File: config.mk
export PLATFORM = sky130hd
export DESIGN_NAME = swk_ctrl
export DESIGN_NICKNAME = d
export VERILOG_FILES = /design/src/swk_pkg.sv /design/src/swk_ctrl.sv
export SDC_FILE = /design/constraint.sdc
export NUM_CORES = 1
export LEC_CHECK = 0
export ABC_CLOCK_PERIOD_IN_PS = 900
export BUFFER_PORTS_ARGS = -buffer_cell sky130_fd_sc_hd__buf_2
export CORE_AREA = 2 2 39 41
export CTS_BUF_LIST = sky130_fd_sc_hd__clkbuf_4 sky130_fd_sc_hd__clkbuf_8
export DETAILED_ROUTE_END_ITERATION = 8
export DIE_AREA = 0 0 41 43
export PLACE_DENSITY_LB_ADDON = 0.08
export RECOVER_POWER = 50
export SETUP_SLACK_MARGIN = 0.2
export SLEW_MARGIN = 10
export SYNTH_ARGS = -nofsm -noshare
export SYNTH_HDL_FRONTEND = slang
export SYNTH_SLANG_ARGS = --single-unit
File: constraint.sdc
create_clock -name aclk -period 0.9 [get_ports aclk]
set_input_delay 0.18 -clock aclk [delete_from_list [all_inputs] [get_ports aclk]]
set_output_delay 0.18 -clock aclk [all_outputs]
set_load 0.005 [all_outputs]
File: src/swk_pkg.sv
// shared types and constants of the sliding window rank-order filter
// no dependencies; imported by swk_ctrl, swk_datapath and the top level
package swk_pkg;

    localparam int CFG_INDEX_BITS = 2;
    localparam int CFG_DATA_BITS  = 7;

    localparam logic [CFG_INDEX_BITS-1:0] CFG_WINDOW_SIZE = 2'd0;
    localparam logic [CFG_INDEX_BITS-1:0] CFG_RANK_SELECT = 2'd1;

    localparam logic [CFG_DATA_BITS-1:0] WINDOW_SIZE_RESET = 7'd3;
    localparam logic [CFG_DATA_BITS-1:0] RANK_SELECT_RESET = 7'd1;

    typedef struct packed {
        logic accept;
        logic remove;
        logic insert;
        logic load_out;
    } swk_cmd_t;

    typedef struct packed {
        logic full;
        logic last;
        logic out_busy;
    } swk_status_t;

endpackage

File: src/swk_ctrl.sv
// controller state machine of the rank-order filter
// depends on swk_pkg; drives swk_datapath through command and status structs
module swk_ctrl (
    input  logic                 aclk,
    input  logic                 aresetn,
    input  logic                 s_tvalid,
    output logic                 s_tready,
    input  swk_pkg::swk_status_t status,
    output swk_pkg::swk_cmd_t    cmd
);
    import swk_pkg::*;

    localparam logic [1:0] ST_IDLE   = 2'd0;
    localparam logic [1:0] ST_REMOVE = 2'd1;
    localparam logic [1:0] ST_INSERT = 2'd2;
    localparam logic [1:0] ST_OUT    = 2'd3;

    logic [1:0] state_reg;
    logic [1:0] state_next;

    assign s_tready = (state_reg == ST_IDLE);

    always_comb begin
        state_next = state_reg;
        cmd = '0;
        unique case (state_reg)
            ST_IDLE: begin
                if (s_tvalid) begin
                    cmd.accept = 1'b1;
                    state_next = status.full ? ST_REMOVE : ST_INSERT;
                end
            end
            ST_REMOVE: begin
                cmd.remove = 1'b1;
                state_next = ST_INSERT;
            end
            ST_INSERT: begin
                cmd.insert = 1'b1;
                state_next = status.last ? ST_OUT : ST_IDLE;
            end
            ST_OUT: begin
                if (!status.out_busy) begin
                    cmd.load_out = 1'b1;
                    state_next = ST_IDLE;
                end
            end
            default: state_next = ST_IDLE;
        endcase
    end

    always_ff @(posedge aclk) begin
        if (!aresetn) begin
            state_reg <= ST_IDLE;
        end else begin
            state_reg <= state_next;
        end
    end

    a_cmd_onehot: assert property (@(posedge aclk) disable iff (!aresetn)
        $onehot0({cmd.accept, cmd.remove, cmd.insert, cmd.load_out}))
        else $error("more than one datapath command at once");

    a_remove_then_insert: assert property (@(posedge aclk) disable iff (!aresetn)
        cmd.remove |=> cmd.insert)
        else $error("removal not followed by insertion");

    a_ready_only_idle: assert property (@(posedge aclk) disable iff (!aresetn)
        (cmd.remove || cmd.insert) |-> !s_tready)
        else $error("input ready while an update is in progress");

endmodule

# --- Yosys cells after proc, flatten, opt, wreduce, memory -nomap -nowiden ---
# Cells that the tools add are included.
# W data, S select, Z words.
classes:
  eq_ne: 5
  mux: 11
  reduce_logical: 2
ops:
  columns: ["operator", "count"]
  rows:
  - ["$mux W2", 4]
  - ["$pmux W2 S4", 1]
  - ["$mux W1", 6]
  - ["$eq A2 B2 Y1 const B", 2]
  - ["$ne A2 B2 Y1 const B", 2]
  - ["$eq A2 B1 Y1 const B", 1]
  - ["$logic_not A2 Y1", 1]
  - ["$reduce_and A2 Y1", 1]
word_totals:
  reg_bits: 2
  input_bits: 6
  output_inout_bits: 5
  word_cells: 19

# --- Longest topological paths before layout ---
# Gate-level depths: netlist of run 1.
logic_depth:
  word_depth: 3
  mapped_depth: 2
  ltp_nobuf: 2

# --- Least setup slack after synthesis of run 1 ---
# OpenSTA, ideal clock, no wires.
synth_path:
  path_kind: "reg2out"
  startpoint: "register state_reg[1]"
  endpoint: "output cmd[3] (netlist bit)"
  t_arrival_ns: 0.719
  t_required_ns: 0.720
  slack_ns: 0.001
  stages_incl_launch_ff: 3
  path_buffers: 0
  path_cell_list: "dfxtp_1 nor2_1 and2_1"
synth_lines:
  columns: ["element", "line", "text"]
  rows:
  - ["start, declared", "swk_ctrl.sv:18", "logic [1:0] state_reg;"]
  - ["start signal, assigned", "swk_ctrl.sv:55", "state_reg <= state_next;"]
  - ["end, declared", "swk_ctrl.sv:9", "output swk_pkg::swk_cmd_t cmd"]

==> impl_results.md, run 1 <==
* Ant. Diodes at 0
* Crit start category: register
* Worst EP arrival at 0.92 ns
* Row cnt at 14
* Routed len/inst at 8.24 um
* DR pass1 iterations at 1
* P&R area growth vs syn at 127%
* CP Max Fanout at 6
* Die area at 1760 sq um
* Synthesized area at 129 sq um
* CP Launch Point: state_reg[0]
* Peak supply drop at 0.572 mV
* Clock transition at the registers of the reported paths at 0.03 ns
* Worst clock skew at 0.00439 ns
* Run status: finished with violations
* Worst hold slack at 0.235 ns
* FF+latch count, synth at 2
* CTS Root Cell: clkbuf_4
* Mapped Cells at 15
* Layout cells sized above 1 at 0.758
* Synth top area share at 0.311
* Commonest non-fill, non-tap cell in the layout: buf_2
* Final Hold Fails at 0
* Drt drc at 0
* Sequential element share of the synthesized area at 0.311
* TritonCTS clock tree: yes
* Final instance area at 293 sq um
* H-tree depth at 1
* DR vias at 171
* HP Start: aresetn
* YS warnings at 0
* Clock Latency Late Sink at 0.22 ns
* Die width at 41 um
* Unique masters post-synth at 12
* DR iter-0 viols at 0
* Pre-CTS setup slack at 0.0160 ns
* Placer congestion estimate at 0.673
* Post-synthesis cell type with the largest combined area: dfxtp_1
* CP Capture Type: output pin
* HP Class: primary input to register
* Placeable Area at 1380 sq um
* Pwr dens at 1700 nW/um^2
* Global route overflow at 0
* Final Net Count at 40
* Max-slew headroom at 0.884
* First-pass GRT wire length at 579 um
* CTS Buf Count at 3
* IO Count at 11
* CTS sink count at 2
* Hold Path Depth at 3
* Violated checks: negative setup slack
* Initial antenna violation count at 0
* CP required at 0.72 ns
* Die height at 43 um
* Via density at 3.49
* Worst-Margin Slew at 0.170 ns
* Number of global-route vias before repair at 150
* Synth top area cells: dfxtp_1 31%, a221oi_2 12%, nand4bb_1 8.7%, mux2i_1 7.8%, and2b_2 6.8%
* Most frequent cells in the layout: 10 x buf_2, 4 x clkbuf_4, 4 x buf_4, 2 x nand2_1, 2 x dfxtp_4
* Origin of the critical flop-to-flop path: state_reg[0]
* Clock buffer depth at 2
* Max Transition Viols Final at 0
* Syn Area/Cell at 8.59 sq um
* Max reg flops at 2
* PortBufs at 10
* Cells on worst reg2reg path at 3
* Pin count of the biggest net entering global routing at 8
* Fin crit period at 1.10 ns
* Fmax at 908 MHz
* Pleak at 0.138 nW
* DRT Wirelength at 404 um
* RSZ-0062 raised after global routing: yes
* Final ANT Viol Nets at 0
* Synth Net Count at 21
* Setup ws final at -0.201 ns
* Overall Global Routing Usage at 0.0551
* Dpl cell area at 215 sq um
* Initial Util at 0.0931
* CP Class: register to output pin
* Total of max-cap violations at 0
* Endpoints failing setup at 7
* Total power at 0.000498 W
* Period utilisation layout at 1.22
final timing paths:
check | slack, ns | end
setup reg to reg | -0.12 | state_reg[1]
setup / recovery | -0.20 | cmd[1]
hold / removal | 0.23 | state_reg[0]
hold reg to reg | 0.54 | state_reg[0]
critical path, cell delays in order (launching register included):
cell	delay [ns]
dfxtp_4	0.37
and2b_2	0.21
buf_2	0.12
power breakdown:
group	total (W)	internal (W)	switching [W]
Clock	0.000250	0.000195	0.0000547
Combinational	0.000131	0.0000843	0.0000471
Sequential	0.000117	0.0000992	0.0000181
Total	0.000498	0.000378	0.000120
metrics by stage:
stage,utilization,setup TNS (ns),cells
floorplan,-,0,15
global route,0.212,-1.28,49
CTS,0.196,-1.01,47
detailed placement,0.156,0,41
finish,0.212,-0.871,49
global placement,0.156,0,41
routing by layer:
metal  global-route usage  vias up  part of all wire
met1               0.0575       75              0.44
li1                     -       90                 -
met3               0.0471        0             0.059
met2               0.0688        6              0.50
met5                    0        -                 0
met4               0.0400        0                 0
cell families (layout without fill, tap and decap cells):
group | Yosys count | in the layout | synth area share
AO/OA/AOI/OAI | 2 | 2 | 0.165
buffers and inverters | 1 | 19 | 0.0291
flip-flops | 2 | 2 | 0.311
multiplexers | 1 | 1 | 0.0777
AND/OR/NAND/NOR | 9 | 9 | 0.418
layout make-up:
cell class / count / area, sq um
clock buffer: 4 / 30.0
fill: 164 / 1090
inverter: 1 / 3.75
multi-input combinational: 12 / 111
sequential: 2 / 47.5
tap: 16 / 20.0
timing repair buffer: 14 / 80.1
repair_timing:
action                                  CTS  global route
hold buffers                              0             0
resized for setup                         2             1
endpoints found under the setup margin    7             7
pin swaps                                 1             1
setup buffers                             2             2
synthesized netlist by cell type:
library cell / instances
nand4bb_1: 1
inv_1: 1
o22ai_1: 1
and2_1: 1
nor2b_1: 1
nand2b_1: 1
mux2i_1: 1
nor2_1: 2
dfxtp_1: 2
a221oi_2: 1
and2b_2: 1
nand2_1: 2
Power figures use the tool's default switching activity.
==> run 2: changes to the inputs <==
- CTS_BUF_LIST: sky130_fd_sc_hd__clkbuf_4 sky130_fd_sc_hd__clkbuf_8 -> not set
==> run 2 against run 1 <==
The run still ends with negative setup slack left. Worst hold slack worse by 0.0012 ns. Core utilization down 0.27 points. Combinational power hardly changed. Clock-buffer cell count unchanged. Die area unchanged. Sequential share of layout area up 0.21 points. Power down 5.7%. Via count down 0.58%. Sequential power barely moved. Highest routed layer unchanged.
==> impl_results.md, run 2 (synthesis results as in run 1) <==
* Fin Setup TNS at -0.876 ns (-0.00579 ns)
* Endpoints failing setup at 7 (unchanged)
* CP Cell Sequence: and2b_2 > buf_2
* Hold Path Depth at 3 (unchanged)
* CP required at 0.72 ns (about the same)
* Max reg flops at 2 (unchanged)
* CP Max Fanout at 6 (unchanged)
* PortBufs at 10 (unchanged)
* WP depth at 2 (unchanged)
* Final Hold Fails at 0 (unchanged)
* Drt drc at 0 (unchanged)
* Clock Latency Late Sink at 0.23 ns (about the same)
* Pleak at 0.134 nW (-2.5%)
* First-pass GRT wire length at 593 um (+2.4%)
* Row cnt at 14 (unchanged)
* DR vias at 170 (-0.58%)
* Worst-Margin Slew at 0.170 ns (unchanged)
* Layout cells sized above 1 at 0.727 (-0.0303)
* Number of global-route vias before repair at 150 (unchanged)
* Fin crit period at 1.10 ns (+0.00114 ns)
* Die area at 1760 sq um (unchanged)
* CP Buf/Inv Count at 1 (unchanged)
* DR iter-0 viols at 1 (+1)
* Max Transition Viols Final at 0 (unchanged)
* H-tree depth at 1 (unchanged)
* RSZ-0062 raised after global routing: yes
* CTS Root Cell: clkbuf_4
* CP Capture Type: output pin
* Placeable Area at 1380 sq um (unchanged)
* TritonCTS clock tree: yes
* Critical path's top delay family: flip-flops
* Commonest non-fill, non-tap cell in the layout: buf_2
* Die height at 43 um (unchanged)
* Cells on worst reg2reg path at 3 (unchanged)
* Pwr dens at 1630 nW/um^2 (-4.4%)
* Routed len/inst at 8.35 um (+1.2%)
* Total power at 0.000470 W (-5.7%)
* Worst clock skew at 0.00409 ns (-0.000297 ns)
* Hold buffers post-CTS at 0 (unchanged)
* Most frequent cells in the layout: 10 x buf_2, 4 x buf_4, 3 x clkbuf_4, 2 x nand2_1, 2 x dfxtp_4
* Ant. Diodes at 0 (unchanged)
* Die width at 41 um (unchanged)
* Final ANT Viol Nets at 0 (unchanged)
* Peak supply drop at 0.460 mV (-20%)
* Pin count of the biggest net entering global routing at 8 (unchanged)
* Run status: finished with violations
* HP Class: primary input to register
* Period utilisation layout at 1.23 (+0.00127)
* Initial antenna violation count at 0 (unchanged)
* Clock buffer depth at 2 (unchanged)
* Overall Global Routing Usage at 0.0581 (+0.00301)
* Worst-path cell with the longest stage delay: dfxtp_4
* CTS Buf Count at 3 (unchanged)
* Crit path largest cell delay at 0.37 ns (about the same)
* Worst EP arrival at 0.92 ns (about the same)
* Placer congestion estimate at 0.673 (unchanged)
* Fmax at 907 MHz (-0.10%)
* Initial Util at 0.0931 (unchanged)
* P&R area growth vs syn at 124%
* Via density at 3.47 (-0.58%)
* DRT Wirelength at 409 um (+1.2%)
* Total of max-cap violations at 0 (unchanged)
* Crit start category: register
* Global route overflow at 0 (unchanged)
* DR pass1 iterations at 2 (+1)
* CP Class: register to output pin
* Max-slew headroom at 0.884 (unchanged)
* Final Net Count at 40 (unchanged)
* IO Count at 11 (unchanged)
* CTS sink count at 2 (unchanged)
* Violated checks: negative setup slack
* Clock transition at the registers of the reported paths at 0.03 ns (about the same)
* Setup ws final at -0.203 ns (-0.00115 ns)
## run 2: cell types whose count changed in the layout (fill, tap and decap cells not counted)
| cell | previous run | this run |
|---|---|---|
| clkbuf_4 | 4 | 3 |
| clkbuf_1 | 0 | 1 |
## run 2: worst paths after layout
| check | from | slack (ns) | to |
|---|---|---|---|
| worst max-delay path | state_reg[0] | -0.20 | cmd[1] |
| worst min-delay path | aresetn | 0.23 | state_reg[0] |
| worst max register to register | state_reg[0] | -0.12 | state_reg[1] |
| worst min register to register | state_reg[1] | 0.54 | state_reg[0] |
## run 2: stage by stage
step                       util  hold slack (ns)  std cells  area [sq um]  setup WS, ns
after floorplan               -            0.317         15           145        0.0982
after global placement    0.156            0.446         41           215        0.0202
after detailed placement  0.156            0.449         41           215        0.0160
after global routing      0.209            0.235         49           289        -0.259
after CTS                 0.193            0.207         47           268        -0.222
final                     0.209            0.234         49           289        -0.203
## run 2: routing by layer
layer,vias to the layer above,track usage,share of wire
met5,-,0,0
met3,0,0.0471,0.059
met2,6,0.0688,0.51
li1,89,-,-
met1,75,0.0575,0.43
met4,0,0.0600,0
## run 2: worst min-delay path, delay by kind of cell
| kind | cells | cell delay [ns] |
|---|---|---|
| buffers and inverters | 1 | 0.10 |
| and+or+nand+nor | 1 | 0.07 |
| AOI/OAI and AO/OA | 1 | 0.06 |
## run 2: cell type report
cell class	count	area, sq um
repair buffers	14	80.1
fillers	163	1090
well taps	16	20.0
clock buffers	4	26.3
inverters	1	3.75
flip-flops and latches	2	47.5
multi-input cells	12	111
## run 2: what timing repair did
item | in CTS | in global routing
setup endpoints to repair | 7 | 7
resized for setup | 2 | 1
pin swaps | 1 | 1
hold endpoints to repair | 0 | 0
setup buffers | 2 | 2
## run 2: power by group
group	internal, W	switching (W)	leakage, nW
Clock	0.000165	0.0000563	0.0150
Sequential	0.0000992	0.0000181	0.0178
Combinational	0.0000843	0.0000471	0.101
Total	0.000348	0.000122	0.134
==> run 3: changes to the inputs <==
- PLACE_DENSITY: not set -> 0.39
- PLACE_DENSITY_LB_ADDON: 0.08 -> not set
==> run 3 against run 2 <==
The run still ends with negative setup slack left. Combinational power is 4% higher. Sequential cell count stayed put. Wire length grew 3.7%. Highest routed layer unchanged.
==> impl_results.md, run 3 (synthesis results as in run 1) <==
* Row cnt at 14 (unchanged)
* CP Capture Type: output pin
* Placeable Area at 1380 sq um (unchanged)
* CP Class: register to output pin
* Max-slew headroom at 0.880 (-0.00386)
* Worst EP arrival at 0.93 ns (about the same)
* Global route overflow at 0 (unchanged)
* Period utilisation layout at 1.23 (+0.00756)
* Clock transition at the registers of the reported paths at 0.04 ns (about the same)
* Drt drc at 0 (unchanged)
* Die area at 1760 sq um (unchanged)
* Die width at 41 um (unchanged)
* PortBufs at 10 (unchanged)
* CTS Root Cell: clkbuf_4
* Crit start category: register
* DRT Wirelength at 424 um (+3.7%)
* Max reg flops at 2 (unchanged)
* Setup ws final at -0.209 ns (-0.00680 ns)
* DR pass1 iterations at 4 (+2)
* CP Max Fanout at 5 (-1)
* Fin crit period at 1.11 ns (+0.00680 ns)
* Worst-Margin Slew at 0.176 ns (+0.00566 ns)
* RSZ-0062 raised after global routing: yes
* Fillcell total at 155 (-4.9%)
* DR vias at 166 (-2.4%)
* Run status: finished with violations
* Pwr dens at 1630 nW/um^2 (about the same)
* Overall Global Routing Usage at 0.0621 (+0.00401)
* Pleak at 0.131 nW (-2.0%)
* Pin count of the biggest net entering global routing at 6 (-2)
* IO Count at 11 (unchanged)
* CP required at 0.72 ns (about the same)
* TritonCTS clock tree: yes
* Final Net Count at 39 (-2.5%)
* Via density at 3.46 (-0.32%)
* CTS sink count at 2 (unchanged)
* Violated checks: negative setup slack
* Commonest non-fill, non-tap cell in the layout: buf_2
* Initial antenna violation count at 0 (unchanged)
* Fmax at 901 MHz (-0.61%)
* First-pass GRT wire length at 683 um (+15%)
* HPWL after DPL at 284 um
* Number of global-route vias before repair at 158 (+5.3%)
* Layout cells sized above 1 at 0.719 (-0.00852)
* Worst clock skew at 0.0122 ns (+0.00807 ns)
* Routed len/inst at 8.83 um (+5.8%)
* Ant. Diodes at 0 (unchanged)
* Max Transition Viols Final at 0 (unchanged)
* HP Class: primary input to register
* Placer congestion estimate at 0.581 (-14%)
* Worst hold slack at 0.233 ns (-0.000529 ns)
* Initial Util at 0.0931 (unchanged)
* DR iter-0 viols at 3 (+2)
* Total of max-cap violations at 0 (unchanged)
* Pre-CTS setup slack at 0.0157 ns (-0.000292 ns)
* Endpoints failing setup at 7 (unchanged)
* P&R area growth vs syn at 126%
* CTS Buf Count at 3 (unchanged)
* Final ANT Viol Nets at 0 (unchanged)
* Clock buffer depth at 2 (unchanged)
* Utilization after layout at 0.211 (+0.00181)
* H-tree depth at 1 (unchanged)
* Clock Latency Late Sink at 0.23 ns (about the same)
* Die height at 43 um (unchanged)
* Peak supply drop at 0.920 mV (+100%)
* Final Hold Fails at 0 (unchanged)
* Most frequent cells in the layout: 9 x buf_2, 3 x clkbuf_4
* Hold buffers post-CTS at 0 (unchanged)
[run 3: cell count changes in the layout (fill, tap and decap cells not counted)]
cell   change
buf_2      -1
buf_4      -2
buf_6      +2
[run 3: routing by layer]
layer / track usage / part of all wire / up-vias
met5: 0 / 0 / -
met4: 0.0200 / 0 / 0
met3: 0.0681 / 0.20 / 0
met2: 0.0719 / 0.33 / 15
met1: 0.0735 / 0.47 / 64
li1: - / - / 87
[run 3: layout make-up]
class                           count  area (sq um)  area share
Clock buffer                        4          26.3      0.0901
Inverter                            1          3.75      0.0129
Multi-Input combinational cell     12           111       0.382
Sequential cell                     2          47.5       0.163
Tap cell                           16          20.0      0.0687
Timing Repair Buffer               13          82.6       0.283
[run 3: what timing repair did]
item | CTS | global route
resized for setup | 2 | 3
pin swaps | 2 | 1
endpoints found under the setup margin | 7 | 7
setup buffers | 3 | 0
[run 3: final timing paths]
check | from | to | slack, ns | cells past startpoint
setup reg to reg | state_reg[0] | state_reg[1] | -0.11 | 3
hold / removal | aresetn | state_reg[0] | 0.23 | 3
hold reg to reg | state_reg[1] | state_reg[1] | 0.58 | 2
setup / recovery | state_reg[0] | cmd[1] | -0.21 | 2
[run 3: per-stage QoR]
step	power (W)	setup TNS [ns]	cells	cell area, sq um
2_1_floorplan	0.000167	0	15	145
3_3_place_gp	0.000210	0	41	215
3_5_place_dp	0.000209	0	41	215
4_1_cts	0.000471	-0.923	48	275
5_1_grt	0.000521	-1.18	48	292
6_report	0.000474	-0.850	48	292
[run 3: where the power goes]
part,leakage (nW),total (W),switching (W),internal [W]
logic,0.0986,0.000136,0.0000512,0.0000850
registers,0.0178,0.000115,0.0000156,0.0000991
clock network,0.0150,0.000223,0.0000579,0.000165
[run 3: critical path, cell delays in order, from the launching register on]
cell and delay, ns:
dfxtp_4 0.37, and2b_2 0.22, buf_6 0.11
